===== src/rtl/tmm_pkg.sv =====
// Shared types, register codes and constants for the three-mic echo mixer.
// Used by tmm_cfg, tmm_ctrl, tmm_dp, the top level and the checker.
// No dependencies.
package tmm_pkg;

    // Echo ring geometry
    localparam int DELAY_DEPTH = 2048;
    localparam int DELAY_AW    = $clog2(DELAY_DEPTH);
    localparam int DELAY_CW    = DELAY_AW + 1;

    // DC tracker: reset level is mid-scale, ceiling is full scale, Q12.16
    localparam logic [27:0] OFFSET_RESET = 28'h8000000;
    localparam logic [27:0] OFFSET_MAX   = 28'hFFF0000;

    // Floor division by three: bias makes the value non-negative,
    // then multiply by ceil(2^27 / 3) and keep the bits from 27 up.
    localparam logic [25:0] DIV3_BIAS  = 26'd50331648;
    localparam logic [25:0] DIV3_RECIP = 26'd44739243;

    // Sample saturation level, Q16.8
    localparam int SAMPLE_MAX = 8388352;

    typedef struct packed {
        logic [11:0] mic_one;
        logic [11:0] mic_two;
        logic [11:0] mic_three;
    } t_in_item;

    typedef struct packed {
        logic [7:0]  dac_code;
        logic [11:0] mixed_level;
        logic [11:0] smoothed_level;
    } t_out_item;

    typedef enum logic [2:0] {
        CFG_DC_TRACK_RATE = 3'd0,
        CFG_MIX_GAIN      = 3'd1,
        CFG_FB_GAIN       = 3'd2,
        CFG_WET_GAIN      = 3'd3,
        CFG_CLIP_MAG      = 3'd4,
        CFG_SMOOTH_RATE   = 3'd5,
        CFG_DAC_SCALE     = 3'd6,
        CFG_DELAY_LENGTH  = 3'd7
    } t_cfg_idx;

    typedef struct packed {
        logic [15:0]         dc_track_rate;
        logic [15:0]         mix_gain;
        logic [15:0]         fb_gain;
        logic [15:0]         wet_gain;
        logic [14:0]         clip_mag;
        logic [15:0]         smooth_rate;
        logic [15:0]         dac_scale;
        logic [DELAY_CW-1:0] ring_len;
    } t_cfg;

    typedef enum logic [4:0] {
        ST_IDLE,
        ST_TRK1_MUL,
        ST_TRK1_UPD,
        ST_TRK2_MUL,
        ST_TRK2_UPD,
        ST_TRK3_MUL,
        ST_TRK3_UPD,
        ST_SUM3,
        ST_GAIN_MUL,
        ST_GAIN_RND,
        ST_DIV3_MUL,
        ST_DIV3_TAKE,
        ST_MIX_MUL,
        ST_MIX_ADD,
        ST_FB_MUL,
        ST_FB_STORE,
        ST_SMOOTH_MUL,
        ST_SMOOTH_UPD,
        ST_DAC_MUL,
        ST_EMIT
    } t_state;

    typedef enum logic [4:0] {
        OP_NOP,
        OP_LOAD,
        OP_TRK1_MUL,
        OP_TRK1_UPD,
        OP_TRK2_MUL,
        OP_TRK2_UPD,
        OP_TRK3_MUL,
        OP_TRK3_UPD,
        OP_SUM3,
        OP_GAIN_MUL,
        OP_GAIN_RND,
        OP_DIV3_MUL,
        OP_DIV3_TAKE,
        OP_MIX_MUL,
        OP_MIX_ADD,
        OP_FB_MUL,
        OP_FB_STORE,
        OP_SMOOTH_MUL,
        OP_SMOOTH_UPD,
        OP_DAC_MUL,
        OP_EMIT
    } t_op;

    typedef struct packed {
        t_op op;
    } t_dp_cmd;

    typedef struct packed {
        logic out_busy;
    } t_dp_status;

endpackage


===== src/rtl/tmm_cfg.sv =====
// Configuration register bank for the three-mic echo mixer.
// Depends on tmm_pkg (register codes, t_cfg, ring geometry).
module tmm_cfg (
    input  logic                i_clk,
    input  logic                i_rst_n,
    input  logic                i_cfg_valid,
    output logic                o_cfg_ready,
    input  logic [2:0]          i_cfg_index,
    input  logic [15:0]         i_cfg_data,
    output tmm_pkg::t_cfg       o_cfg
);

    logic [15:0] r_dc_track_rate;
    logic [15:0] r_mix_gain;
    logic [15:0] r_fb_gain;
    logic [15:0] r_wet_gain;
    logic [14:0] r_clip_mag;
    logic [15:0] r_smooth_rate;
    logic [15:0] r_dac_scale;
    logic [11:0] r_delay_length;
    logic [tmm_pkg::DELAY_CW-1:0] ring_len;

    // Always able to take a write
    assign o_cfg_ready = 1'b1;

    // Write the addressed register
    always_ff @(posedge i_clk) begin
        if (!i_rst_n) begin
            r_dc_track_rate <= 16'd131;
            r_mix_gain      <= 16'd19661;
            r_fb_gain       <= 16'd29491;
            r_wet_gain      <= 16'd36045;
            r_clip_mag      <= 15'd1400;
            r_smooth_rate   <= 16'd14418;
            r_dac_scale     <= 16'd5898;
            r_delay_length  <= 12'd1760;
        end else if (i_cfg_valid) begin
            case (tmm_pkg::t_cfg_idx'(i_cfg_index))
                tmm_pkg::CFG_DC_TRACK_RATE: r_dc_track_rate <= i_cfg_data;
                tmm_pkg::CFG_MIX_GAIN:      r_mix_gain      <= i_cfg_data;
                tmm_pkg::CFG_FB_GAIN:       r_fb_gain       <= i_cfg_data;
                tmm_pkg::CFG_WET_GAIN:      r_wet_gain      <= i_cfg_data;
                tmm_pkg::CFG_CLIP_MAG:      r_clip_mag      <= i_cfg_data[14:0];
                tmm_pkg::CFG_SMOOTH_RATE:   r_smooth_rate   <= i_cfg_data;
                tmm_pkg::CFG_DAC_SCALE:     r_dac_scale     <= i_cfg_data;
                tmm_pkg::CFG_DELAY_LENGTH:  r_delay_length  <= i_cfg_data[11:0];
                default: begin
                end
            endcase
        end
    end

    // Bound the ring length: zero acts as one, oversize acts as full depth
    always_comb begin
        if (r_delay_length == 12'd0) begin
            ring_len = tmm_pkg::DELAY_CW'(1);
        end else if (32'(r_delay_length) > tmm_pkg::DELAY_DEPTH) begin
            ring_len = tmm_pkg::DELAY_CW'(tmm_pkg::DELAY_DEPTH);
        end else begin
            ring_len = tmm_pkg::DELAY_CW'(r_delay_length);
        end
    end

    assign o_cfg.dc_track_rate = r_dc_track_rate;
    assign o_cfg.mix_gain      = r_mix_gain;
    assign o_cfg.fb_gain       = r_fb_gain;
    assign o_cfg.wet_gain      = r_wet_gain;
    assign o_cfg.clip_mag      = r_clip_mag;
    assign o_cfg.smooth_rate   = r_smooth_rate;
    assign o_cfg.dac_scale     = r_dac_scale;
    assign o_cfg.ring_len      = ring_len;

endmodule


===== config.mk =====
export PLATFORM = sky130hd
export DESIGN_NAME = tmm_cfg
export DESIGN_NICKNAME = d
export VERILOG_FILES = /design/src/rtl/tmm_pkg.sv /design/src/rtl/tmm_cfg.sv
export SDC_FILE = /design/constraint.sdc
export NUM_CORES = 1
export LEC_CHECK = 0
export ABC_AREA = 1
export BUFFER_PORTS_ARGS = -buffer_cell sky130_fd_sc_hd__buf_2
export CAP_MARGIN = 20
export CELL_PAD_IN_SITES_DETAIL_PLACEMENT = 0
export CELL_PAD_IN_SITES_GLOBAL_PLACEMENT = 1
export CORE_MARGIN = 2
export CORE_UTILIZATION = 25
export CTS_BUF_LIST = sky130_fd_sc_hd__clkbuf_4
export CTS_CLUSTER_SIZE = 14
export DETAILED_ROUTE_END_ITERATION = 10
export PLACE_DENSITY = 0.61
export SLEW_MARGIN = 5
export SYNTH_ARGS = -nofsm -noshare
export SYNTH_HDL_FRONTEND = slang
export SYNTH_SLANG_ARGS = --single-unit
export TNS_END_PERCENT = 100

===== constraint.sdc =====
create_clock -name i_clk -period 1.2 [get_ports i_clk]
set_input_delay 0 -clock i_clk [delete_from_list [all_inputs] [get_ports i_clk]]
set_output_delay 0 -clock i_clk [all_outputs]
set_load 0.05 [all_outputs]

==> flow_metrics.env <==
export IMPL_status="finished with violations"
export IMPL_failed_checks="negative setup slack"
export IMPL_setup_tns_ps=-3760
export IMPL_drt_first_pass_iters=4
export IMPL_cts_root_buf="clkbuf_4"
export IMPL_htreeDepth=4
export IMPL_fp_coreArea_um2=17400
export IMPL_fin_nets=778
export IMPL_fin_skew_ps=0
export IMPL_netlist_area_um2=4450
export IMPL_final_cell_mix="nor2_1, dfxtp_1, nand2_1, buf_4, o21ai_0"
export IMPL_critPathKind="reg -> out"
export IMPL_vias=4373
export IMPL_finish_utilization=0.381
export IMPL_rr_worst_depth=3
export IMPL_cts_made_buffers=17
export IMPL_grt_pass1_wl_mm=23.8
export IMPL_crit_path_end_kind="primary output"
export IMPL_drt_iter0_drc=226
export IMPL_die_w_um=137
export IMPL_min_from="i_cfg_index[0]"
export IMPL_antenna_left=0
export IMPL_syn_avg_cell_area_um2=7.55
export IMPL_antenna_found_initial=1
export IMPL_synth_yosys_seq_area_share=0.553
export IMPL_power_density_nw_per_um2=1370
export IMPL_clk_latency_ps=550
export IMPL_synth_cells=590
export IMPL_syn_nets=612
export IMPL_max_cap_viol_count=0
export IMPL_holdPathEnd="r_wet_gain[15]$_SDFFE_PN1P_"
export IMPL_post_dp_cell_area_um2=5430
export IMPL_yosysUniqueCellTypes=18
export IMPL_io_pins=146
export IMPL_setup_ws_ps=-462
export IMPL_synth_top_area_frac=0.553
export IMPL_drv_slew=0
export IMPL_overflow=0
export IMPL_clock_sinks=123
export IMPL_holdCritPathClass="in -> reg"
export IMPL_design_area_um2=6610
export IMPL_dp_slack_ps=-51.7
export IMPL_crit_reg2reg_launch="r_delay_length[5]$_SDFFE_PN1P_"
export IMPL_leakage_nw=3.11
export IMPL_hold_violations=0
export IMPL_cp_start_kind="register"
export IMPL_portBuffers=144
export IMPL_ys_seq_elements=123
export IMPL_cp_required_ps=1200
export IMPL_rows=48
export IMPL_setup_viol_count_final=12
export IMPL_crit_fanout=7
export IMPL_period_needed_ps=1660
export IMPL_post_route_period_util=1.39
export IMPL_synth_largest_area_cell="dfxtp_1"
export IMPL_cts_clk_slew_worst_paths_ps=120
export IMPL_vias_per_cell=4.39
export IMPL_wl_mm=15.8
export IMPL_grt_util_all_layers=0.171
export IMPL_whs_path_depth=6
export IMPL_rsz0062_at_grt="yes"
export IMPL_dieHeight_um=137
export IMPL_rr_endpoint="r_delay_length[5]$_SDFFE_PN1P_"
export IMPL_vdd_drop_max_uv=473
export IMPL_grt_max_degree=64
export IMPL_cp_data_arrival_time_ps=1660
export IMPL_cts_tree="built"
export IMPL_timing_fmax_ghz=0.602
export IMPL_grt_pass1_vias=4171
export IMPL_area_growth_pct=48.5
export IMPL_drive_gt1_frac=0.294
export IMPL_drc=0
export IMPL_layout_commonest_cell="nor2_1"
export IMPL_ys_warnings_count=0
export IMPL_clockBufferDepth=2
export IMPL_r2r_slack_ps=80
export IMPL_initial_core_util=0.257
export IMPL_fp_dieArea_um2=18900
export IMPL_gp_congestion=0.750
export IMPL_hpwl_mm=10.5
export IMPL_synth_area_top_cells="dfxtp_1, nor2_1, nand2_1, o21ai_0, nand3_1"
export IMPL_detail_route_wl_per_cell_um=15.9
==> logic make-up (layout without fill, tap and decap cells) <==
kind of cell | count (synthesis) | count (layout) | synth area share
flip-flops | 123 | 123 | 0.553
buffers and inverters | 62 | 241 | 0.0576
AO/OA/AOI/OAI | 87 | 87 | 0.101
AND/OR/NAND/NOR | 317 | 317 | 0.288
other | 1 | 2 | 0.000842
==> state kept, by name (all words and copies together), names as in the netlist <==
signal           cells
r_dac_scale         16
r_dc_track_rate     16
r_fb_gain           16
r_mix_gain          16
r_smooth_rate       16
r_wet_gain          16
r_clip_mag          15
r_delay_length      12
==> cells in the mapped netlist, drive strengths merged <==
cell and instances:
buf 15, nor2 158, a21boi 5, nand3 49, inv 22, conb 1, o21ai 75, and2 1
dfxtp 123, a21oi 7, nand2 109, clkbuf 25
==> how the worst max path moves through the flow <==
| stage | start | to | slack, ps | depth (start not counted) |
|---|---|---|---|---|
| 6_report | r_delay_length[0]$_SDFFE_PN0P_ | o_cfg[3] | -460 | 6 |
| 5_1_grt | r_delay_length[3]$_SDFFE_PN0P_ | o_cfg[3] | -590 | 6 |
| 4_1_cts | r_delay_length[8]$_SDFFE_PN0P_ | o_cfg[7] | -550 | 6 |
| 3_5_place_dp | r_delay_length[8]$_SDFFE_PN0P_ | o_cfg[5] | -50 | 6 |
| 3_3_place_gp | r_delay_length[8]$_SDFFE_PN0P_ | o_cfg[0] | 8 | 8 |
| 2_1_floorplan | r_delay_length[8]$_SDFFE_PN0P_ | o_cfg[1] | -240 | 5 |
==> per-layer routing <==
metal,global-route usage,vias to the layer above,wire (um)
li1,-,2208,-
met1,0.225,2032,7510
met2,0.273,126,7290
met3,0.0519,7,924
met4,0.0412,0,107
met5,0,-,0
==> worst max-delay path: stages, from the launching register on <==
cell,delay (ps)
dfxtp_1,330
nor2_1,100
nand2_1,80
nor2_2,150
nand2_4,110
a21boi_1,140
buf_4,220
==> power by group <==
part	internal (W)	switching, W	total (W)
clock network	0.00164	0.00162	0.00327
registers	0.00423	0.0000907	0.00432
logic	0.000460	0.00100	0.00146
total	0.00633	0.00272	0.00905
==> metrics by stage <==
stage	hold WS, ps	total power, W	std cells
final	62.9	0.00905	995
after global routing	69.8	0.00944	995
after CTS	26.5	0.00909	990
after detailed placement	299	0.00566	935
after global placement	292	0.00564	935
after floorplan	113	0.00526	590
==> cell type report <==
type / instances / area [um^2]
flip-flops and latches: 123 / 2480
clock buffers: 18 / 135
multi-input cells: 405 / 1800
clock inverters: 14 / 178
well taps: 225 / 282
inverters: 22 / 86.3
fillers: 1830 / 10700
repair buffers: 187 / 1660
diodes: 1 / 2.50
==> timing repair <==
action / 4_1_cts / 5_1_grt
hold endpoints to repair: 123 / 0
pin swaps: 3 / 3
gates resized for setup: 132 / 74
hold buffers: 23 / 0
buffers inserted: 0 / 3
gates cloned: 0 / 1
setup endpoints to repair: 105 / 74
Power figures use the tool's default switching activity.
