[src/rtl/tmm_pkg.sv]
// Shared types, register codes and constants for the three-mic echo mixer.
// Used by tmm_cfg, tmm_ctrl, tmm_dp, the top level and the checker.
// No dependencies.
package tmm_pkg;

    // Echo ring geometry
    localparam int DELAY_DEPTH = 2048;
    localparam int DELAY_AW    = $clog2(DELAY_DEPTH);
    localparam int DELAY_CW    = DELAY_AW + 1;

    // DC tracker: reset level is mid-scale, ceiling is full scale, Q12.16
    localparam logic [27:0] OFFSET_RESET = 28'h8000000;
    localparam logic [27:0] OFFSET_MAX   = 28'hFFF0000;

    // Floor division by three: bias makes the value non-negative,
    // then multiply by ceil(2^27 / 3) and keep the bits from 27 up.
    localparam logic [25:0] DIV3_BIAS  = 26'd50331648;
    localparam logic [25:0] DIV3_RECIP = 26'd44739243;

    // Sample saturation level, Q16.8
    localparam int SAMPLE_MAX = 8388352;

    typedef struct packed {
        logic [11:0] mic_one;
        logic [11:0] mic_two;
        logic [11:0] mic_three;
    } t_in_item;

    typedef struct packed {
        logic [7:0]  dac_code;
        logic [11:0] mixed_level;
        logic [11:0] smoothed_level;
    } t_out_item;

    typedef enum logic [2:0] {
        CFG_DC_TRACK_RATE = 3'd0,
        CFG_MIX_GAIN      = 3'd1,
        CFG_FB_GAIN       = 3'd2,
        CFG_WET_GAIN      = 3'd3,
        CFG_CLIP_MAG      = 3'd4,
        CFG_SMOOTH_RATE   = 3'd5,
        CFG_DAC_SCALE     = 3'd6,
        CFG_DELAY_LENGTH  = 3'd7
    } t_cfg_idx;

    typedef struct packed {
        logic [15:0]         dc_track_rate;
        logic [15:0]         mix_gain;
        logic [15:0]         fb_gain;
        logic [15:0]         wet_gain;
        logic [14:0]         clip_mag;
        logic [15:0]         smooth_rate;
        logic [15:0]         dac_scale;
        logic [DELAY_CW-1:0] ring_len;
    } t_cfg;

    typedef enum logic [4:0] {
        ST_IDLE,
        ST_TRK1_MUL,
        ST_TRK1_UPD,
        ST_TRK2_MUL,
        ST_TRK2_UPD,
        ST_TRK3_MUL,
        ST_TRK3_UPD,
        ST_SUM3,
        ST_GAIN_MUL,
        ST_GAIN_RND,
        ST_DIV3_MUL,
        ST_DIV3_TAKE,
        ST_MIX_MUL,
        ST_MIX_ADD,
        ST_FB_MUL,
        ST_FB_STORE,
        ST_SMOOTH_MUL,
        ST_SMOOTH_UPD,
        ST_DAC_MUL,
        ST_EMIT
    } t_state;

    typedef enum logic [4:0] {
        OP_NOP,
        OP_LOAD,
        OP_TRK1_MUL,
        OP_TRK1_UPD,
        OP_TRK2_MUL,
        OP_TRK2_UPD,
        OP_TRK3_MUL,
        OP_TRK3_UPD,
        OP_SUM3,
        OP_GAIN_MUL,
        OP_GAIN_RND,
        OP_DIV3_MUL,
        OP_DIV3_TAKE,
        OP_MIX_MUL,
        OP_MIX_ADD,
        OP_FB_MUL,
        OP_FB_STORE,
        OP_SMOOTH_MUL,
        OP_SMOOTH_UPD,
        OP_DAC_MUL,
        OP_EMIT
    } t_op;

    typedef struct packed {
        t_op op;
    } t_dp_cmd;

    typedef struct packed {
        logic out_busy;
    } t_dp_status;

endpackage

[src/rtl/tmm_ctrl.sv]
// Sequencer for the three-mic echo mixer: walks one request through the
// shared-multiplier datapath. Depends on tmm_pkg (t_state, t_op, command/status).
module tmm_ctrl (
    input  logic                 i_clk,
    input  logic                 i_rst_n,
    input  logic                 i_in_valid,
    output logic                 o_in_stall,
    input  tmm_pkg::t_dp_status  i_status,
    output tmm_pkg::t_dp_cmd     o_cmd
);

    tmm_pkg::t_state r_state;
    tmm_pkg::t_state n_state;

    always_ff @(posedge i_clk) begin
        if (!i_rst_n) begin
            r_state <= tmm_pkg::ST_IDLE;
        end else begin
            r_state <= n_state;
        end
    end

    // Advance through the fixed schedule; hold at emit while the output is full
    always_comb begin
        n_state = r_state;
        case (r_state)
            tmm_pkg::ST_IDLE:       if (i_in_valid) n_state = tmm_pkg::ST_TRK1_MUL;
            tmm_pkg::ST_TRK1_MUL:   n_state = tmm_pkg::ST_TRK1_UPD;
            tmm_pkg::ST_TRK1_UPD:   n_state = tmm_pkg::ST_TRK2_MUL;
            tmm_pkg::ST_TRK2_MUL:   n_state = tmm_pkg::ST_TRK2_UPD;
            tmm_pkg::ST_TRK2_UPD:   n_state = tmm_pkg::ST_TRK3_MUL;
            tmm_pkg::ST_TRK3_MUL:   n_state = tmm_pkg::ST_TRK3_UPD;
            tmm_pkg::ST_TRK3_UPD:   n_state = tmm_pkg::ST_SUM3;
            tmm_pkg::ST_SUM3:       n_state = tmm_pkg::ST_GAIN_MUL;
            tmm_pkg::ST_GAIN_MUL:   n_state = tmm_pkg::ST_GAIN_RND;
            tmm_pkg::ST_GAIN_RND:   n_state = tmm_pkg::ST_DIV3_MUL;
            tmm_pkg::ST_DIV3_MUL:   n_state = tmm_pkg::ST_DIV3_TAKE;
            tmm_pkg::ST_DIV3_TAKE:  n_state = tmm_pkg::ST_MIX_MUL;
            tmm_pkg::ST_MIX_MUL:    n_state = tmm_pkg::ST_MIX_ADD;
            tmm_pkg::ST_MIX_ADD:    n_state = tmm_pkg::ST_FB_MUL;
            tmm_pkg::ST_FB_MUL:     n_state = tmm_pkg::ST_FB_STORE;
            tmm_pkg::ST_FB_STORE:   n_state = tmm_pkg::ST_SMOOTH_MUL;
            tmm_pkg::ST_SMOOTH_MUL: n_state = tmm_pkg::ST_SMOOTH_UPD;
            tmm_pkg::ST_SMOOTH_UPD: n_state = tmm_pkg::ST_DAC_MUL;
            tmm_pkg::ST_DAC_MUL:    n_state = tmm_pkg::ST_EMIT;
            tmm_pkg::ST_EMIT:       if (!i_status.out_busy) n_state = tmm_pkg::ST_IDLE;
            default:                n_state = tmm_pkg::ST_IDLE;
        endcase
    end

    // Drive the datapath command for the current step
    always_comb begin
        o_in_stall = (r_state != tmm_pkg::ST_IDLE);
        o_cmd.op   = tmm_pkg::OP_NOP;
        case (r_state)
            tmm_pkg::ST_IDLE:       if (i_in_valid) o_cmd.op = tmm_pkg::OP_LOAD;
            tmm_pkg::ST_TRK1_MUL:   o_cmd.op = tmm_pkg::OP_TRK1_MUL;
            tmm_pkg::ST_TRK1_UPD:   o_cmd.op = tmm_pkg::OP_TRK1_UPD;
            tmm_pkg::ST_TRK2_MUL:   o_cmd.op = tmm_pkg::OP_TRK2_MUL;
            tmm_pkg::ST_TRK2_UPD:   o_cmd.op = tmm_pkg::OP_TRK2_UPD;
            tmm_pkg::ST_TRK3_MUL:   o_cmd.op = tmm_pkg::OP_TRK3_MUL;
            tmm_pkg::ST_TRK3_UPD:   o_cmd.op = tmm_pkg::OP_TRK3_UPD;
            tmm_pkg::ST_SUM3:       o_cmd.op = tmm_pkg::OP_SUM3;
            tmm_pkg::ST_GAIN_MUL:   o_cmd.op = tmm_pkg::OP_GAIN_MUL;
            tmm_pkg::ST_GAIN_RND:   o_cmd.op = tmm_pkg::OP_GAIN_RND;
            tmm_pkg::ST_DIV3_MUL:   o_cmd.op = tmm_pkg::OP_DIV3_MUL;
            tmm_pkg::ST_DIV3_TAKE:  o_cmd.op = tmm_pkg::OP_DIV3_TAKE;
            tmm_pkg::ST_MIX_MUL:    o_cmd.op = tmm_pkg::OP_MIX_MUL;
            tmm_pkg::ST_MIX_ADD:    o_cmd.op = tmm_pkg::OP_MIX_ADD;
            tmm_pkg::ST_FB_MUL:     o_cmd.op = tmm_pkg::OP_FB_MUL;
            tmm_pkg::ST_FB_STORE:   o_cmd.op = tmm_pkg::OP_FB_STORE;
            tmm_pkg::ST_SMOOTH_MUL: o_cmd.op = tmm_pkg::OP_SMOOTH_MUL;
            tmm_pkg::ST_SMOOTH_UPD: o_cmd.op = tmm_pkg::OP_SMOOTH_UPD;
            tmm_pkg::ST_DAC_MUL:    o_cmd.op = tmm_pkg::OP_DAC_MUL;
            tmm_pkg::ST_EMIT:       if (!i_status.out_busy) o_cmd.op = tmm_pkg::OP_EMIT;
            default:                o_cmd.op = tmm_pkg::OP_NOP;
        endcase
    end

endmodule

[config.mk]
export PLATFORM = sky130hd
export DESIGN_NAME = tmm_ctrl
export DESIGN_NICKNAME = d
export VERILOG_FILES = /design/src/rtl/tmm_pkg.sv /design/src/rtl/tmm_ctrl.sv
export SDC_FILE = /design/constraint.sdc
export NUM_CORES = 1
export LEC_CHECK = 0
export ABC_AREA = 1
export ABC_CLOCK_PERIOD_IN_PS = 2100
export BUFFER_PORTS_ARGS = -buffer_cell sky130_fd_sc_hd__buf_2
export CORE_AREA = 2 2 39 41
export DETAILED_ROUTE_END_ITERATION = 10
export DIE_AREA = 0 0 41 43
export GPL_TIMING_DRIVEN = 0
export SETUP_SLACK_MARGIN = 0.2
export SKIP_LAST_GASP = 1
export SLEW_MARGIN = 10
export SYNTH_ARGS = -nofsm -noshare
export SYNTH_HDL_FRONTEND = slang
export SYNTH_SLANG_ARGS = --single-unit
export TNS_END_PERCENT = 1
[constraint.sdc]
create_clock -name i_clk -period 2.1 [get_ports i_clk]
set_clock_uncertainty 0.15 [all_clocks]
set_input_delay 0.315 -clock i_clk [delete_from_list [all_inputs] [get_ports i_clk]]
set_output_delay 0.315 -clock i_clk [all_outputs]
set_load 0.02 [all_outputs]
==> reports/results.md, run 1 <==
| Result | Reported | Unit |
|---|---|---|
| Final hold vios | 0 | - |
| Area overhead of the layout relative to synthesis | 26.1 | % |
| Total nets after synthesis | 58 | - |
| Leakage Power | 0.233 | nW |
| Reg2reg end | r_state[0] | - |
| Dominant synthesized flop cell | sky130_fd_sc_hd__dfxtp_1 | - |
| DIE AREA | 0.00176 | mm^2 |
| Total number of yosys warnings | 0 | - |
| Critical Path AT | 1320 | ps |
| Largest stage delay on the critical path | 300 | ps |
| Detail Placement HPWL | 578 | um |
| Post-CTS Setup Bufs | 0 | - |
| Type of the worst setup path | register to output port | - |
| Final-report max-slew violation count | 0 | - |
| Synthesized-area fraction occupied by xor and xnor cells | 2.46 | % |
| Post-Synthesis Mean Instance Area | 6.58 | um^2 |
| Last weighted congestion value of the routability-driven placer | 0.719 | - |
| Per-cell routed wire length | 9.04 | um |
| Data required, critical path | 1630 | ps |
| Post-layout minimum cycle time | 1790 | ps |
| Total length of routed wires | 750 | um |
| Post-synth cell types | 18 | - |
| Area inside the core boundary | 0.00138 | mm^2 |
| Post-Route Setup TNS | 0 | ps |
| Crit-path slowest cell | sky130_fd_sc_hd__dfxtp_1 | - |
| Global-route usage over all layers | 10.6 | % |
| Critical path startpoint category | register | - |
| Post-Synth Simple-Gate Area | 46.5 | % |
| Main combinational cell family by area after synthesis | simple AND/OR/NAND/NOR gates | - |
| Most frequent cells after synthesis | sky130_fd_sc_hd__inv_1 (10), sky130_fd_sc_hd__nand2_1 (10), sky130_fd_sc_hd__nor2_1 (10) | - |
| Final Hold Slack | 211 | ps |
| Max-Cap Viols | 0 | - |
| Critical-path cell list | buf_2 > nand2_2 > nor2_4 > nand3_4 > nand2_1 > nor2_1 > buf_2 | - |
| Clock buffers created by TritonCTS | 3 | - |
| Starting density of the core | 25.7 | % |
| Register-to-Register Path Depth | 7 | - |
| Met2 wirelength from detailed routing | 354 | um |
| Total number of clock tree sinks | 5 | - |
| CTS H-tree depth | 1 | - |
| Via count | 374 | - |
| Largest registers | r_state (5) | - |
| Quantity of gates resized following cts | 0 | - |
| Diodes inserted | 0 | - |
| Cell Pwr Density | 793 | mW/mm^2 |
| Count of standard-cell rows | 14 | - |
| Highest attainable clock frequency | 560 | MHz |
| Setup repair after global routing missed its margin | false | - |
| Levels on crit path | 7 | - |
| Remaining antenna violation count after routing | 0 | - |
| Io pins | 10 | - |
| Area contributors post-synth | sky130_fd_sc_hd__dfxtp_1 (28%), sky130_fd_sc_hd__inv_1 (11%), sky130_fd_sc_hd__nand2_1 (11%) | - |
| Synthesized-area fraction occupied by ao, oa, aoi and oai cells | 10.9 | % |
| Post-CTS Hold Fix Bufs | 0 | - |
| Number of buffers on the longest clock path | 2 | - |
| Slew @ Worst Pin | 246 | ps |
| Synth Area in Adders | 0 | % |
| Violation count after the first detailed-route iteration | 1 | - |
| Worst voltage drop across the vdd grid | 0.361 | mV |
| Critical Path End Type | output port | - |
| Register containing the most flip-flops in the final layout | r_state | - |
| Share of flip-flops with an asynchronous set or reset after synthesis | 0 | % |
| Share of Yosys cell area claimed by the top area cell type | 28.2 | % |
| Flip-flop and latch count after synthesis | 5 | - |
| Worst-path fanout max | 7 | - |
| Number of global-route vias before repair | 327 | - |
| Final worst path period share | 85.1 | % |
| Detail Route met3 WL | 46 | um |
| Average vias per placed instance | 4.51 | - |
| Share of the yosys chip area belonging to registers | 28.2 | % |
| Floorplan die width | 41 | um |
| Largest delay contributor family on the critical path | simple AND/OR/NAND/NOR gates | - |
| M1 WL | 332 | um |
| Crit path launch | r_state[0] | - |
| Top routing layer used | met4 | - |
| Clock tree from TritonCTS | yes | - |
| Congestion Overflow GR | 0 | - |
| Clock latency at the later pin of the worst-skew pair | 250 | ps |
| Setup-violating endpoint count in the final report | 0 | - |
| Run status | complete, no violations | - |
| Fraction of final layout cells with drive strength greater than 1 | 29.9 | % |
| Post-synth EDFFs | 0 | - |
| Pin count of the biggest net entering global routing | 8 | - |
| Antenna violations before repair | 0 | - |
| HP Class | primary input to register | - |
| Largest register FFs | 5 | - |
| Launching point of the worst reg2reg path | r_state[0] | - |
| Wire length of the first global-routing pass | 1240 | um |
| End-of-flow core utilization | 32.4 | % |
| Number of optimization iterations in the first detailed-route pass | 3 | - |
| Mapped cell area | 355 | um^2 |
| Cell type with the largest total area after synthesis | sky130_fd_sc_hd__dfxtp_1 | - |
| Final routed DRC violation total | 0 | - |
| Max-slew headroom | 83.4 | % |
| Count of buffering cells on the critical path with inverters included | 2 | - |
| Post-layout nets | 72 | - |
| Mux share of post-synthesis cell area | 0 | % |
| Worst Setup EP | o_cmd[0] | - |
| Number of standard cells after synthesis | 54 | - |
| Final total power | 0.355 | mW |
| Cell type with the highest occurrence count on the critical path | sky130_fd_sc_hd__buf_2 | - |
| Buffers on Ports | 9 | - |
| Die height | 43 | um |
| FF-to-FF setup slack | 890 | ps |
| Buffer cell driving the clock tree root | sky130_fd_sc_hd__clkbuf_4 | - |
| Clock-pin slew reported for the worst setup and hold paths after clock tree synthesis | 50 | ps |
==> layout by cell type (no fill, tap or decap), types with 2 or more instances in the layout <==
master | netlist | layout
sky130_fd_sc_hd__clkbuf_4 | 0 | 3
sky130_fd_sc_hd__nor2_4 | 2 | 2
sky130_fd_sc_hd__nor2_1 | 10 | 10
sky130_fd_sc_hd__dfxtp_1 | 5 | 4
sky130_fd_sc_hd__nand3_1 | 4 | 4
sky130_fd_sc_hd__inv_1 | 10 | 10
sky130_fd_sc_hd__a211oi_1 | 2 | 2
sky130_fd_sc_hd__buf_2 | 1 | 10
sky130_fd_sc_hd__nand2_1 | 10 | 10
==> worst min-delay path by stage <==
stage                   from         end  slack (ps)  cells after the start
finish               i_rst_n  r_state[2]         210                      3
global route         i_rst_n  r_state[4]         230                      3
CTS                  i_rst_n  r_state[4]         210                      3
detailed placement   i_rst_n  r_state[4]         470                      3
global placement     i_rst_n  r_state[3]         460                      3
floorplan           i_status  r_state[4]         340                      2
==> through the flow <==
step / worst slack (ps) / instances / instance area, um^2
finish: 314 / 83 / 448
global route: 203 / 83 / 448
CTS: 297 / 83 / 447
detailed placement: 568 / 79 / 420
global placement: 567 / 79 / 420
floorplan: 656 / 54 / 355
==> worst register-to-register path: cells and delay by family (launching register included) <==
kind          cells  cell delay (ps)
buf+inv           2              200
flops             1              290
simple gates      5              480
==> metal layers <==
metal / track usage (%) / vias to the layer above
li1: - / 195
met1: 12.6 / 168
met2: 15.9 / 9
met3: 3.14 / 2
met4: 6.00 / 0
met5: 0 / -
==> cell families (layout without fill, tap and decap cells) <==
family                 after synthesis  after routing
AO/OA/AOI/OAI                        6              6
XOR/XNOR                             1              1
buffers and inverters               11             24
flip-flops                           5              5
AND/OR/NAND/NOR                     31             31
==> area by class of cell <==
cell class              count  area, um^2
fillers                   161         936
multi-input cells          38         213
flip-flops and latches      5         101
repair buffers              9        45.0
inverters                  10        37.5
clock buffers               4        26.3
well taps                  16        20.0
plain buffers               1        5.00
==> where the power goes <==
group	internal, mW	switching (mW)
Clock	0.0723	0.0459
Combinational	0.0417	0.0792
Sequential	0.105	0.0113
No activity file was read; power rests on OpenSTA's default activity.
==> run 2, diff against run 1 <==
==> constraint.sdc (replaced) <==
create_clock -name i_clk -period 2.1 [get_ports i_clk]
set_clock_uncertainty 0.15 [all_clocks]
set_input_delay 0.105 -clock i_clk [delete_from_list [all_inputs] [get_ports i_clk]]
set_output_delay 0.105 -clock i_clk [all_outputs]
set_load 0.02 [all_outputs]
==> run 2 against run 1 <==
Clock-buffer cell count unchanged. Non-clock buffer count increased by 1. Global-route usage unchanged. Final area increased by 2.0%. Critical path depth unchanged. Sequential share of layout area decreased by 0.71 points. Register-to-register slack about the same. Die area unchanged. Critical path type unchanged. Critical endpoint unchanged. Largest power group unchanged. Highest routed layer unchanged.
==> reports/results.md, run 2 (same netlist as run 1, synthesis figures left out) <==
| Result | Reported | Unit | Delta |
|---|---|---|---|
| Critical-path cell list | buf_2 > nand2_2 > nor2_4 > nand3_4 > nand2_1 > nor2_1 > buf_2 | - |  |
| Floorplan die width | 41 | um | unchanged |
| HP Class | primary input to register | - |  |
| Post-place setup slack | 778 | ps | +210 ps |
| Max-slew headroom | 83.4 | % | about the same |
| Starting density of the core | 25.7 | % | unchanged |
| Diodes inserted | 0 | - | unchanged |
| Worst-path fanout max | 7 | - | unchanged |
| Final routed DRC violation total | 0 | - | unchanged |
| Critical Path AT | 1320 | ps | about the same |
| Total length of routed wires | 754 | um | +0.53% |
| Fraction of final layout cells with drive strength greater than 1 | 27.9 | % | -1.9 points |
| Max-Cap Viols | 0 | - | unchanged |
| Highest attainable clock frequency | 634 | MHz | +13% |
| Largest register FFs | 5 | - | unchanged |
| Clock buffers created by TritonCTS | 3 | - | unchanged |
| Count of standard-cell rows | 14 | - | unchanged |
| Clock tree from TritonCTS | yes | - |  |
| Clock-pin slew reported for the worst setup and hold paths after clock tree synthesis | 50 | ps | about the same |
| Register containing the most flip-flops in the final layout | r_state | - |  |
| Buffer cell driving the clock tree root | sky130_fd_sc_hd__clkbuf_4 | - |  |
| Final-report max-slew violation count | 0 | - | unchanged |
| Count of buffering cells on the critical path with inverters included | 2 | - | unchanged |
| Via count | 376 | - | +0.53% |
| Worst voltage drop across the vdd grid | 0.360 | mV | -0.33% |
| Antenna violations before repair | 0 | - | unchanged |
| Type of the worst setup path | register to output port | - |  |
| Pin count of the biggest net entering global routing | 8 | - | unchanged |
| Per-cell routed wire length | 8.98 | um | -0.66% |
| Post-DP Area | 420 | um^2 | unchanged |
| DIE AREA | 0.00176 | mm^2 | unchanged |
| Number of buffers on the longest clock path | 2 | - | unchanged |
| Post-route cell area | 457 | um^2 | +2.0% |
| Commonest cells after routing, fill and taps aside | sky130_fd_sc_hd__buf_2 (10), sky130_fd_sc_hd__nor2_1 (10), sky130_fd_sc_hd__inv_1 (10), sky130_fd_sc_hd__nand2_1 (10), sky130_fd_sc_hd__dfxtp_1 (5) | - |  |
| Post-Route Setup TNS | 0 | ps | unchanged |
| CTS H-tree depth | 1 | - | unchanged |
| Area inside the core boundary | 0.00138 | mm^2 | unchanged |
| Final hold vios | 0 | - | unchanged |
| Detail Placement HPWL | 578 | um | unchanged |
| Final Hold Slack | 20.1 | ps | -191 ps |
| FF-to-FF setup slack | 890 | ps | about the same |
| Clock latency at the later pin of the worst-skew pair | 250 | ps | about the same |
| Filler Cells Inserted | 161 | - | unchanged |
| Setup repair after global routing missed its margin | false | - |  |
| Run status | complete, no violations | - |  |
| Violation count after the first detailed-route iteration | 1 | - | unchanged |
| Least setup slack across all paths after layout | 524 | ps | +210 ps |
| Io pins | 10 | - | unchanged |
| Cell Pwr Density | 779 | mW/mm^2 | -1.7% |
| Slew @ Worst Pin | 246 | ps | -0.00501 ps |
| Leakage Power | 0.237 | nW | +1.6% |
| Combined flip-flop and latch cell area | 100 | um^2 | -1.2% |
| Total number of clock tree sinks | 5 | - | unchanged |
| Area of the multi-input gates | 213 | um^2 | unchanged |
| Last weighted congestion value of the routability-driven placer | 0.719 | - | unchanged |
| Largest delay contributor family on the critical path | simple AND/OR/NAND/NOR gates | - |  |
| Final worst path period share | 75.1 | % | -10 points |
| Largest stage delay on the critical path | 300 | ps | about the same |
| Crit-path slowest cell | sky130_fd_sc_hd__dfxtp_1 | - |  |
| Number of optimization iterations in the first detailed-route pass | 3 | - | unchanged |
| Post-CTS Setup Bufs | 0 | - | unchanged |
| Post-layout minimum cycle time | 1580 | ps | -210 ps |
| Congestion Overflow GR | 0 | - | unchanged |
| Data required, critical path | 1850 | ps | +220 ps |
| Largest registers | r_state (5) | - |  |
| Remaining antenna violation count after routing | 0 | - | unchanged |
| Critical Path End Type | output port | - |  |
| Average vias per placed instance | 4.48 | - | -0.66% |
| Area overhead of the layout relative to synthesis | 28.5 | % |  |
| Post-layout nets | 73 | - | +1.4% |
| Wire length of the first global-routing pass | 1240 | um | unchanged |
| Global-route usage over all layers | 10.6 | % | unchanged |
| Setup-violating endpoint count in the final report | 0 | - | unchanged |
| Die height | 43 | um | unchanged |
| Critical path startpoint category | register | - |  |
| Buffers on Ports | 9 | - | unchanged |
| Cell type with the highest occurrence count on the critical path | sky130_fd_sc_hd__buf_2 | - |  |
| Number of global-route vias before repair | 327 | - | unchanged |
## run 2: changes by cell type in the layout (fill, tap and decap cells not counted), sizes merged
| cell | delta |
|---|---|
| dlygate4sd3 | +1 |
## run 2: final cells by class
| cell class | instances | share of cell area, % |
|---|---|---|
| Multi-Input combinational cell | 38 | 46.6 |
| Buffer | 1 | 1.10 |
| Timing Repair Buffer | 10 | 12.1 |
| Inverter | 10 | 8.22 |
| Tap cell | 16 | 4.38 |
| Sequential cell | 5 | 21.9 |
| Clock buffer | 4 | 5.75 |
## run 2: worst paths after layout
kind,from,to,cells after the start
min,i_status,r_state[4],3
min reg2reg,r_state[4],r_state[4],4
max reg2reg,r_state[0],r_state[0],7
max,r_state[0],o_cmd[0],7
## run 2: power breakdown
group	internal [mW]	switching [mW]	total (mW)	leakage, nW
clock	0.0723	0.0459	0.118	0.0150
combinational	0.0428	0.0794	0.122	0.181
sequential	0.104	0.0113	0.116	0.0409
total	0.219	0.137	0.356	0.237
## run 2: worst reg2reg max path, delay by kind of cell (launching register included)
family,cells,cell delay [ps]
and+or+nand+nor,5,480
buffers and inverters,2,200
DFF,1,290
## run 2: timing repair
item | 4_1_cts | 5_1_grt
gates resized for setup | 0 | 0
setup endpoints to repair | 0 | 0
hold buffers | 1 | 0
endpoints found under the hold margin | 1 | 0
## run 2: through the flow
stage | cells | power [mW] | util, %
after floorplan | 54 | 0.204 | -
after global placement | 79 | 0.238 | 30.4
after detailed placement | 79 | 0.239 | 30.4
after CTS | 84 | 0.361 | 33.0
after global routing | 84 | 0.383 | 33.0
final | 84 | 0.356 | 33.0
## run 2: metal layers
layer / share of wire (%) / vias to the layer above / track usage (%)
met5: 0 / - / 0
met4: 2.3 / 0 / 6.00
met3: 6.1 / 2 / 3.14
met2: 47 / 9 / 15.9
met1: 45 / 168 / 12.6
li1: - / 197 / -
